`src/pmsl_pkg.sv`:
```
// Shared types and constants for the position/speed PID loop core.
// Used by the top level and its checker; no dependencies.
package pmsl_pkg;

    typedef struct packed {
        logic signed [31:0] encoder_count;
        logic [31:0]        time_us;
        logic               enable;
    } in_item_t;

    typedef struct packed {
        logic signed [8:0]  drive;
        logic [7:0]         forward_level;
        logic [7:0]         reverse_level;
        logic signed [31:0] position_mdeg;
        logic signed [31:0] speed_mdeg_s;
        logic               stall_res;
        logic               updated;
    } out_item_t;

    typedef enum logic [3:0] {
        ST_IDLE,
        ST_MPOS,
        ST_DPOS,
        ST_MSPD,
        ST_DSPD,
        ST_PIDSEL,
        ST_MP,
        ST_MI,
        ST_MD,
        ST_FIN,
        ST_DONE
    } state_t;

    localparam logic [2:0] REG_GAIN_P    = 3'd0;
    localparam logic [2:0] REG_GAIN_I    = 3'd1;
    localparam logic [2:0] REG_GAIN_D    = 3'd2;
    localparam logic [2:0] REG_BOUND     = 3'd3;
    localparam logic [2:0] REG_CPT       = 3'd4;
    localparam logic [2:0] REG_MODE      = 3'd5;
    localparam logic [2:0] REG_POS_GOAL  = 3'd6;
    localparam logic [2:0] REG_SPD_GOAL  = 3'd7;

    localparam logic [1:0] MODE_POSITION = 2'd0;
    localparam logic [1:0] MODE_SPEED    = 2'd1;

    localparam logic signed [31:0] POS_SCALE   = 32'sd360000;
    localparam logic signed [31:0] SPD_SCALE   = 32'sd1000000;
    localparam logic [31:0]        DT_LIMIT    = 32'd100000;
    localparam logic signed [33:0] DRIVE_MAX   = 34'sd255;
    localparam logic signed [33:0] DRIVE_MIN   = -34'sd255;
    localparam logic signed [8:0]  STALL_DRIVE = 9'sd200;
    localparam logic signed [31:0] STALL_SPEED = 32'sd10000;
    localparam logic signed [31:0] STALL_ERR   = 32'sd5000;

    localparam logic [31:0] RST_GAIN_P = 32'd32768;
    localparam logic [31:0] RST_GAIN_I = 32'd3277;
    localparam logic [31:0] RST_GAIN_D = 32'd6554;
    localparam logic [30:0] RST_BOUND  = 31'd1000000;
    localparam logic [15:0] RST_CPT    = 16'd360;

endpackage

```
`src/pid_motor_position_speed_loop_core.sv`:
```
// Position/speed PID loop core: one control tick per input item, one result
// item per tick. Uses pmsl_pkg, pmsl_mul and pmsl_div.
//
// Each accepted item is processed on its own by a sequencer around one
// bit-serial 32x32 multiplier and one bit-serial divider, each working in
// 32 bit steps followed by a sign fix-up and a handoff. A disabled tick
// goes straight from idle to the done state. An enabled tick costs one
// multiply and one divide for position (count*360000/counts_per_turn),
// another multiply and divide for speed when the timestamp gap is in
// 1..99999 us, and, in position or speed mode, three multiplies for the
// PID terms. The next item is taken once the sequencer is back in idle;
// the finished result waits in the output register meanwhile.
// Configuration is always accepted (cfg_ready is high) and must be
// written only while the core is idle.
module pid_motor_position_speed_loop_core #(
    parameter int FRAC_BITS = 16
) (
    input  logic                 aclk,
    input  logic                 aresetn,
    input  logic                 s_valid,
    output logic                 s_ready,
    input  pmsl_pkg::in_item_t   s_data,
    output logic                 m_valid,
    input  logic                 m_ready,
    output pmsl_pkg::out_item_t  m_data,
    input  logic                 cfg_valid,
    output logic                 cfg_ready,
    input  logic [2:0]           cfg_index,
    input  logic [31:0]          cfg_data
);

    // configuration
    logic signed [31:0] gain_p_reg, gain_i_reg, gain_d_reg;
    logic [30:0]        bound_reg;
    logic [15:0]        cpt_reg;
    logic [1:0]         mode_reg;
    logic signed [31:0] pos_goal_reg, spd_goal_reg;

    // loop state
    logic signed [31:0] position_reg, speed_reg, stamp_reg;
    logic signed [31:0] integral_reg, error_prev_reg;
    logic signed [8:0]  drive_reg;
    logic               stall_reg, enable_prev_reg;

    // per-tick working registers
    logic               en_reg;
    logic               dt_ok_reg;
    logic [16:0]        dt_reg;
    logic signed [31:0] prev_pos_reg;
    logic signed [31:0] err_reg, der_reg;
    logic signed [33:0] sum_reg;
    logic               updated_reg;

    pmsl_pkg::state_t   state_reg, state_next;
    pmsl_pkg::out_item_t m_data_reg;
    logic               m_valid_reg;

    // arithmetic unit handshake
    logic               mul_start, mul_done;
    logic signed [31:0] mul_a, mul_b;
    logic [63:0]        mul_prod;
    logic               div_start, div_done;
    logic signed [31:0] div_n;
    logic [16:0]        div_d;
    logic [31:0]        div_q;

    logic               accept, pid_mode, out_load;
    logic [31:0]        dt_calc;
    logic signed [31:0] err_calc, der_calc, term;
    logic signed [32:0] isum_calc, bnd_s;
    logic signed [31:0] isum_clamped;
    logic signed [33:0] sum_shift;
    logic signed [8:0]  drive_calc, drive_neg;

    assign accept    = s_valid && s_ready;
    assign s_ready   = (state_reg == pmsl_pkg::ST_IDLE);
    assign cfg_ready = 1'b1;
    assign pid_mode  = (mode_reg == pmsl_pkg::MODE_POSITION)
                    || (mode_reg == pmsl_pkg::MODE_SPEED);
    assign out_load  = (state_reg == pmsl_pkg::ST_DONE) && (!m_valid_reg || m_ready);

    assign dt_calc  = s_data.time_us - stamp_reg;
    assign err_calc = (mode_reg == pmsl_pkg::MODE_POSITION) ? (pos_goal_reg - position_reg)
                                                           : (spd_goal_reg - speed_reg);
    assign der_calc = err_calc - error_prev_reg;
    assign bnd_s    = $signed({2'b00, bound_reg});
    assign isum_calc = 33'(integral_reg) + 33'(err_calc);
    assign isum_clamped = (isum_calc > bnd_s)  ? 32'(bnd_s)
                        : (isum_calc < -bnd_s) ? 32'(-bnd_s)
                        : 32'(isum_calc);
    // Q-format term: keep the low 32 bits of the product shifted down
    assign term      = $signed(mul_prod[FRAC_BITS +: 32]);
    assign sum_shift = sum_reg >>> 8;
    assign drive_calc = (sum_shift > pmsl_pkg::DRIVE_MAX) ? 9'sd255
                      : (sum_shift < pmsl_pkg::DRIVE_MIN) ? -9'sd255
                      : 9'(sum_shift);
    assign drive_neg = 9'(-drive_reg);

    pmsl_mul u_mul (
        .aclk(aclk), .aresetn(aresetn), .start(mul_start), .op_a(mul_a),
        .op_b(mul_b), .done(mul_done), .product(mul_prod)
    );

    pmsl_div u_div (
        .aclk(aclk), .aresetn(aresetn), .start(div_start), .dividend(div_n),
        .divisor(div_d), .done(div_done), .quotient(div_q)
    );

    // next state
    always_comb begin
        state_next = state_reg;
        case (state_reg)
            pmsl_pkg::ST_IDLE: begin
                if (accept) state_next = s_data.enable ? pmsl_pkg::ST_MPOS
                                                       : pmsl_pkg::ST_DONE;
            end
            pmsl_pkg::ST_MPOS: if (mul_done) state_next = pmsl_pkg::ST_DPOS;
            pmsl_pkg::ST_DPOS: begin
                if (div_done) state_next = dt_ok_reg ? pmsl_pkg::ST_MSPD
                                                     : pmsl_pkg::ST_PIDSEL;
            end
            pmsl_pkg::ST_MSPD: if (mul_done) state_next = pmsl_pkg::ST_DSPD;
            pmsl_pkg::ST_DSPD: if (div_done) state_next = pmsl_pkg::ST_PIDSEL;
            pmsl_pkg::ST_PIDSEL: state_next = pid_mode ? pmsl_pkg::ST_MP : pmsl_pkg::ST_DONE;
            pmsl_pkg::ST_MP: if (mul_done) state_next = pmsl_pkg::ST_MI;
            pmsl_pkg::ST_MI: if (mul_done) state_next = pmsl_pkg::ST_MD;
            pmsl_pkg::ST_MD: if (mul_done) state_next = pmsl_pkg::ST_FIN;
            pmsl_pkg::ST_FIN: state_next = pmsl_pkg::ST_DONE;
            pmsl_pkg::ST_DONE: if (out_load) state_next = pmsl_pkg::ST_IDLE;
            default: state_next = pmsl_pkg::ST_IDLE;
        endcase
    end

    // unit starts and operand selection
    always_comb begin
        mul_start = 1'b0;
        mul_a     = '0;
        mul_b     = '0;
        div_start = 1'b0;
        div_n     = '0;
        div_d     = '0;
        case (state_reg)
            pmsl_pkg::ST_IDLE: begin
                mul_start = accept && s_data.enable;
                mul_a     = s_data.encoder_count;
                mul_b     = pmsl_pkg::POS_SCALE;
            end
            pmsl_pkg::ST_MPOS: begin
                div_start = mul_done;
                div_n     = $signed(mul_prod[31:0]);
                div_d     = (cpt_reg == 16'd0) ? 17'd1 : {1'b0, cpt_reg};
            end
            pmsl_pkg::ST_DPOS: begin
                mul_start = div_done && dt_ok_reg;
                mul_a     = $signed(div_q) - prev_pos_reg;
                mul_b     = pmsl_pkg::SPD_SCALE;
            end
            pmsl_pkg::ST_MSPD: begin
                div_start = mul_done;
                div_n     = $signed(mul_prod[31:0]);
                div_d     = dt_reg;
            end
            pmsl_pkg::ST_PIDSEL: begin
                mul_start = pid_mode;
                mul_a     = gain_p_reg;
                mul_b     = err_calc;
            end
            pmsl_pkg::ST_MP: begin
                mul_start = mul_done;
                mul_a     = gain_i_reg;
                mul_b     = integral_reg;
            end
            pmsl_pkg::ST_MI: begin
                mul_start = mul_done;
                mul_a     = gain_d_reg;
                mul_b     = der_reg;
            end
            default: begin
                mul_start = 1'b0;
            end
        endcase
    end

    // sequencer state
    always_ff @(posedge aclk) begin
        if (!aresetn) state_reg <= pmsl_pkg::ST_IDLE;
        else          state_reg <= state_next;
    end

    // configuration writes
    always_ff @(posedge aclk) begin
        if (!aresetn) begin
            gain_p_reg   <= pmsl_pkg::RST_GAIN_P;
            gain_i_reg   <= pmsl_pkg::RST_GAIN_I;
            gain_d_reg   <= pmsl_pkg::RST_GAIN_D;
            bound_reg    <= pmsl_pkg::RST_BOUND;
            cpt_reg      <= pmsl_pkg::RST_CPT;
            mode_reg     <= pmsl_pkg::MODE_POSITION;
            pos_goal_reg <= '0;
            spd_goal_reg <= '0;
        end else if (cfg_valid) begin
            case (cfg_index)
                pmsl_pkg::REG_GAIN_P:   gain_p_reg   <= cfg_data;
                pmsl_pkg::REG_GAIN_I:   gain_i_reg   <= cfg_data;
                pmsl_pkg::REG_GAIN_D:   gain_d_reg   <= cfg_data;
                pmsl_pkg::REG_BOUND:    bound_reg    <= cfg_data[30:0];
                pmsl_pkg::REG_CPT:      cpt_reg      <= cfg_data[15:0];
                pmsl_pkg::REG_MODE:     mode_reg     <= cfg_data[1:0];
                pmsl_pkg::REG_POS_GOAL: pos_goal_reg <= cfg_data;
                pmsl_pkg::REG_SPD_GOAL: spd_goal_reg <= cfg_data;
                default: ;
            endcase
        end
    end

    // loop state and working registers
    always_ff @(posedge aclk) begin
        if (!aresetn) begin
            position_reg    <= '0;
            speed_reg       <= '0;
            stamp_reg       <= '0;
            integral_reg    <= '0;
            error_prev_reg  <= '0;
            drive_reg       <= '0;
            stall_reg       <= 1'b0;
            enable_prev_reg <= 1'b0;
            updated_reg     <= 1'b0;
            en_reg          <= 1'b0;
            dt_ok_reg       <= 1'b0;
        end else begin
            case (state_reg)
                pmsl_pkg::ST_IDLE: begin
                    if (accept) begin
                        // rising enable: drop integral and last error
                        if (s_data.enable && !enable_prev_reg) begin
                            integral_reg   <= '0;
                            error_prev_reg <= '0;
                        end
                        enable_prev_reg <= s_data.enable;
                        en_reg          <= s_data.enable;
                        updated_reg     <= 1'b0;
                        if (s_data.enable) begin
                            stamp_reg    <= s_data.time_us;
                            prev_pos_reg <= position_reg;
                            dt_reg       <= dt_calc[16:0];
                            dt_ok_reg    <= (dt_calc != 32'd0) && (dt_calc < pmsl_pkg::DT_LIMIT);
                        end
                    end
                end
                pmsl_pkg::ST_DPOS: if (div_done) position_reg <= div_q;
                pmsl_pkg::ST_DSPD: if (div_done) speed_reg <= div_q;
                pmsl_pkg::ST_PIDSEL: begin
                    if (pid_mode) begin
                        err_reg      <= err_calc;
                        der_reg      <= der_calc;
                        integral_reg <= isum_clamped;
                    end
                end
                pmsl_pkg::ST_MP: if (mul_done) sum_reg <= 34'(term);
                pmsl_pkg::ST_MI: if (mul_done) sum_reg <= sum_reg + 34'(term);
                pmsl_pkg::ST_MD: if (mul_done) sum_reg <= sum_reg + 34'(term);
                pmsl_pkg::ST_FIN: begin
                    drive_reg      <= drive_calc;
                    error_prev_reg <= err_reg;
                    updated_reg    <= 1'b1;
                    if (mode_reg == pmsl_pkg::MODE_POSITION) begin
                        stall_reg <= (drive_calc > pmsl_pkg::STALL_DRIVE
                                      || drive_calc < -pmsl_pkg::STALL_DRIVE)
                                  && (speed_reg > -pmsl_pkg::STALL_SPEED
                                      && speed_reg < pmsl_pkg::STALL_SPEED)
                                  && (err_reg > pmsl_pkg::STALL_ERR
                                      || err_reg < -pmsl_pkg::STALL_ERR);
                    end
                end
                default: ;
            endcase
        end
    end

    // result register: hold until taken
    always_ff @(posedge aclk) begin
        if (!aresetn) begin
            m_valid_reg <= 1'b0;
        end else if (out_load) begin
            m_valid_reg <= 1'b1;
        end else if (m_ready) begin
            m_valid_reg <= 1'b0;
        end
    end

    always_ff @(posedge aclk) begin
        if (out_load) begin
            m_data_reg.drive         <= drive_reg;
            m_data_reg.forward_level <= (en_reg && drive_reg > 9'sd0) ? drive_reg[7:0] : 8'd0;
            m_data_reg.reverse_level <= (en_reg && drive_reg < 9'sd0) ? drive_neg[7:0] : 8'd0;
            m_data_reg.position_mdeg <= position_reg;
            m_data_reg.speed_mdeg_s  <= speed_reg;
            m_data_reg.stall_res     <= stall_reg;
            m_data_reg.updated       <= updated_reg;
        end
    end

    assign m_valid = m_valid_reg;
    assign m_data  = m_data_reg;

endmodule

```
`src/pmsl_mul.sv`:
```
// Bit-serial signed 32x32 multiplier, one multiplier bit per cycle.
// Depends on nothing; used by the top level for all products.
module pmsl_mul (
    input  logic               aclk,
    input  logic               aresetn,
    input  logic               start,
    input  logic signed [31:0] op_a,
    input  logic signed [31:0] op_b,
    output logic               done,
    output logic [63:0]        product
);

    logic [31:0] mcand_reg;
    logic [64:0] acc_reg;
    logic [64:0] acc_next;
    logic [32:0] upper_sum;
    logic        neg_reg;
    logic [4:0]  cnt_reg;
    logic        busy_reg;
    logic        fin_reg;
    logic        done_reg;
    logic [63:0] product_reg;

    assign upper_sum = acc_reg[64:32] + (acc_reg[0] ? {1'b0, mcand_reg} : 33'd0);
    assign acc_next  = {1'b0, upper_sum, acc_reg[31:1]};

    always_ff @(posedge aclk) begin
        if (!aresetn) begin
            busy_reg <= 1'b0;
            fin_reg  <= 1'b0;
            done_reg <= 1'b0;
        end else begin
            done_reg <= 1'b0;
            fin_reg  <= 1'b0;
            if (start) begin
                mcand_reg <= op_a[31] ? 32'(-op_a) : op_a;
                acc_reg   <= {33'd0, (op_b[31] ? 32'(-op_b) : op_b)};
                neg_reg   <= op_a[31] ^ op_b[31];
                cnt_reg   <= '0;
                busy_reg  <= 1'b1;
            end else if (busy_reg) begin
                acc_reg <= acc_next;
                cnt_reg <= cnt_reg + 5'd1;
                if (cnt_reg == 5'd31) begin
                    busy_reg <= 1'b0;
                    fin_reg  <= 1'b1;
                end
            end
            if (fin_reg) begin
                product_reg <= neg_reg ? 64'(-acc_reg[63:0]) : acc_reg[63:0];
                done_reg    <= 1'b1;
            end
        end
    end

    assign done    = done_reg;
    assign product = product_reg;

endmodule

```
`src/pmsl_div.sv`:
```
// Bit-serial restoring divider: signed 32-bit dividend by a positive 17-bit
// divisor, quotient truncated toward zero. No dependencies.
module pmsl_div (
    input  logic               aclk,
    input  logic               aresetn,
    input  logic               start,
    input  logic signed [31:0] dividend,
    input  logic [16:0]        divisor,
    output logic               done,
    output logic [31:0]        quotient
);

    logic [17:0] rem_reg;
    logic [31:0] q_reg;
    logic [16:0] dvs_reg;
    logic        neg_reg;
    logic [4:0]  cnt_reg;
    logic        busy_reg;
    logic        fin_reg;
    logic        done_reg;
    logic [31:0] quot_reg;
    logic [17:0] trial;
    logic        fits;

    assign trial = {rem_reg[16:0], q_reg[31]};
    assign fits  = trial >= {1'b0, dvs_reg};

    always_ff @(posedge aclk) begin
        if (!aresetn) begin
            busy_reg <= 1'b0;
            fin_reg  <= 1'b0;
            done_reg <= 1'b0;
        end else begin
            done_reg <= 1'b0;
            fin_reg  <= 1'b0;
            if (start) begin
                q_reg    <= dividend[31] ? 32'(-dividend) : dividend;
                rem_reg  <= '0;
                dvs_reg  <= divisor;
                neg_reg  <= dividend[31];
                cnt_reg  <= '0;
                busy_reg <= 1'b1;
            end else if (busy_reg) begin
                rem_reg <= fits ? 18'(trial - {1'b0, dvs_reg}) : trial;
                q_reg   <= {q_reg[30:0], fits};
                cnt_reg <= cnt_reg + 5'd1;
                if (cnt_reg == 5'd31) begin
                    busy_reg <= 1'b0;
                    fin_reg  <= 1'b1;
                end
            end
            if (fin_reg) begin
                quot_reg <= neg_reg ? 32'(-q_reg) : q_reg;
                done_reg <= 1'b1;
            end
        end
    end

    assign done     = done_reg;
    assign quotient = quot_reg;

endmodule

```
`config.mk`:
```
export PLATFORM = sky130hd
export DESIGN_NAME = pid_motor_position_speed_loop_core
export DESIGN_NICKNAME = d
export VERILOG_FILES = /design/src/pmsl_pkg.sv /design/src/pid_motor_position_speed_loop_core.sv /design/src/pmsl_mul.sv /design/src/pmsl_div.sv
export SDC_FILE = /design/constraint.sdc
export NUM_CORES = 2
export LEC_CHECK = 0
export ABC_AREA = 1
export ABC_CLOCK_PERIOD_IN_PS = 14160
export BUFFER_PORTS_ARGS = -buffer_cell sky130_fd_sc_hd__buf_2
export CORE_UTILIZATION = 48
export DETAILED_ROUTE_END_ITERATION = 8
export SYNTH_ARGS = -nofsm -noshare
export SYNTH_HDL_FRONTEND = slang
export SYNTH_SLANG_ARGS = --single-unit
```
`constraint.sdc`:
```
create_clock -name aclk -period 14.16 [get_ports aclk]
set_clock_uncertainty 0.05 [all_clocks]
set_input_delay 3.54 -clock aclk [delete_from_list [all_inputs] [get_ports aclk]]
set_output_delay 3.54 -clock aclk [all_outputs]
set_load 0.02 [all_outputs]
```
==> impl_metrics.env <==
export IMPL_first_global_vias=48300
export IMPL_ios=199
export IMPL_synth_seq_cells=885
export IMPL_final_nets=7845
export IMPL_wirelength_um=211000
export IMPL_clockRootBuffer="clkbuf_16"
export IMPL_netlist_instances=7260
export IMPL_crit_family="simple AND/OR/NAND/NOR gates"
export IMPL_synth_nets=7716
export IMPL_crit_buf_inv=4
export IMPL_r2r_cells=38
export IMPL_dp_final_hpwl_um=164000
export IMPL_start_util=0.485
export IMPL_required_ps=14660
export IMPL_whs_path_depth=2
export IMPL_min_to="gain_p_reg[9]"
export IMPL_synth_area_leader_cell="edfxtp_1"
export IMPL_ctsHoldBuffers=0
export IMPL_startpoint_type="register"
export IMPL_cts_setup_buffers=0
export IMPL_final_setup_tns_ps=0
export IMPL_ys_seq_area_frac=0.401
export IMPL_cp_slowest_cell="nand2_2"
export IMPL_firstDrtPassIters=6
export IMPL_p_leak_uw=0.0274
export IMPL_cts_buffers=101
export IMPL_slew_limit_headroom=0.0919
export IMPL_timing_hold_ws_ps=399
export IMPL_clk_pin_slew_ps=70
export IMPL_vias=51900
export IMPL_gr_total_overflow=0
export IMPL_rsz0062_at_grt="no"
export IMPL_wire_per_inst_um=23.4
export IMPL_grt_pass1_wl_um=308000
export IMPL_post_route_period_util=0.517
export IMPL_fill_cells=11400
export IMPL_pre_cts_slack_ps=7070
export IMPL_core_um2=116000
export IMPL_cts_tree="yes"
export IMPL_vias_per_cell=5.76
export IMPL_syn_to_final_growth_pct=10.3
export IMPL_cp_max_fo=63
export IMPL_ys_top_cells_by_area="edfxtp_1 (26%), dfxtp_1 (14%), nand2_1 (8.4%)"
export IMPL_antenna_found_initial=22
export IMPL_max_freq_ghz=0.136
export IMPL_yosys_warnings=0
export IMPL_ys_top_cells_by_count="nand2_1 (1258), inv_1 (895), nor2_1 (783), o21ai_0 (655), a21oi_1 (630)"
export IMPL_clk_latency_ps=710
export IMPL_die_h_um=345
export IMPL_r2r_start="speed_reg[0]"
export IMPL_ctsResizeCount=0
export IMPL_r2r_end="integral_reg[24]"
export IMPL_synth_cell_types=79
export IMPL_drc=0
export IMPL_worst_path_largest_cell_delay_ps=580
export IMPL_htree_num_levels=3
export IMPL_end_kind="register"
export IMPL_status="complete, no violations"
export IMPL_placementRows=125
export IMPL_syn_avg_cell_area_um2=7.78
export IMPL_setup_slack_ps=6830
export IMPL_grt_max_degree=108
export IMPL_syn_cell_area_um2=56500
export IMPL_ant_nets=0
export IMPL_port_buffer_count=197
export IMPL_clk_path_buf_depth=3
export IMPL_die_w_um=345
export IMPL_fin_crit_ps=7330
export IMPL_async_flop_share=0
export IMPL_postPlaceCellArea_um2=58800
export IMPL_fin_util=0.535
export IMPL_synth_edff_count=492
export IMPL_synth_top_flop_cell="edfxtp_1"
export IMPL_worst_pin_slew_ps=1360
export IMPL_grt_use_total=0.349
export IMPL_yosys_area_top_type_share=0.262
export IMPL_r2r_setup_slack_ps=6830
export IMPL_hold_class="register to register"
export IMPL_drv_slew=0
export IMPL_hold_viol=0
export IMPL_critical_path_arrival_ps=7830
export IMPL_setup_violations=0
export IMPL_routabilityCongestion=1.03
export IMPL_drt_iter0_drc=5549
export IMPL_min_delay_start="gain_p_reg[9]"
export IMPL_maxCapViolCount=0
export IMPL_die_area_um2=119000
export IMPL_critPathKind="register to register"
export IMPL_irDropWorstVdd_uv=96.1
export IMPL_yosysMostFrequentCell="nand2_1"
export IMPL_cp_common_cell="nand2_1"
export IMPL_postLayoutCellArea_um2=62300
export IMPL_largest_register_ffs=91
export IMPL_cts_sinks=885
export IMPL_p_per_area_nw_per_um2=145
export IMPL_drive_above_1_share=0.0839
-- metrics by stage --
stage               std cells  power, µW
finish                   9004       9020
global route             9000       9470
CTS                      9000       9000
detailed placement       8810       6240
global placement         8810       6230
floorplan                7260       5270
-- worst max-delay path by stage --
| stage | slack, ps | depth (start not counted) | to | start |
|---|---|---|---|---|
| 2_1_floorplan | 4220 | 9 | u_mul.acc_reg[0] | s_valid |
| 6_report | 6830 | 38 | integral_reg[24] | speed_reg[0] |
| 4_1_cts | 7040 | 38 | integral_reg[29] | speed_reg[0] |
| 5_1_grt | 6220 | 38 | integral_reg[14] | speed_reg[0] |
| 3_5_place_dp | 7070 | 38 | integral_reg[29] | speed_reg[0] |
| 3_3_place_gp | 7220 | 37 | integral_reg[1] | speed_reg[0] |
-- power by group --
group / leakage (µW) / switching, µW / internal [µW]
clock network: 0.00167 / 1160 / 1600
registers: 0.00767 / 105 / 2980
logic: 0.0181 / 2240 / 938
total: 0.0274 / 3510 / 5520
-- logic make-up (layout without fill, tap and decap cells) --
kind of cell | Yosys count | after routing | share of synthesized area
AND/OR/NAND/NOR | 2914 | 2914 | 0.227
AO/OA/AOI/OAI | 1666 | 1666 | 0.167
buffers and inverters | 1150 | 1366 | 0.0803
flip-flops | 885 | 885 | 0.401
adder cells (fa/ha/maj) | 351 | 351 | 0.0790
XOR/XNOR | 283 | 283 | 0.0439
multiplexers | 10 | 10 | 0.00177
other | 1 | 5 | 0.0000664
-- layout make-up --
cell class                 count  area (µm²)  share of cell area
clock inverter                49         606             0.00973
inverter                     927        3480              0.0560
clock buffer                 141        2860              0.0460
multi-input combinational   5225       29400               0.472
sequential                   885       22600               0.364
antenna                        4        10.0            0.000161
tap                         1524        1910              0.0306
timing repair buffer         249        1390              0.0222
-- per-layer routing --
metal  GRT usage  wire length, µm  up-vias
li1            -                -    24900
met1       0.487            92200    24500
met2       0.531            90800     2087
met3      0.0641            18600      351
met4       0.142             9480        2
met5           0                8        -
-- worst min-delay path, stage by stage (launching register included) --
cell and delay (ps):
dfxtp_1 290, inv_1 50, a21oi_1 50
-- cells in the final DEF, fill, tap and decap left out, drive strengths merged, types with 40 or more instances in the layout --
cell type | Yosys | routed
inv | 919 | 924
dfxtp | 393 | 393
edfxtp | 492 | 492
a221oi | 46 | 46
nor2 | 819 | 819
buf | 69 | 248
xor2 | 198 | 198
xnor2 | 85 | 85
a21oi | 656 | 656
nand2 | 1280 | 1280
nand4 | 99 | 99
o21ai | 687 | 687
nor4 | 40 | 40
clkbuf | 154 | 142
nor3 | 114 | 114
nand3 | 479 | 479
ha | 342 | 342
Power figures use the tool's default switching activity.
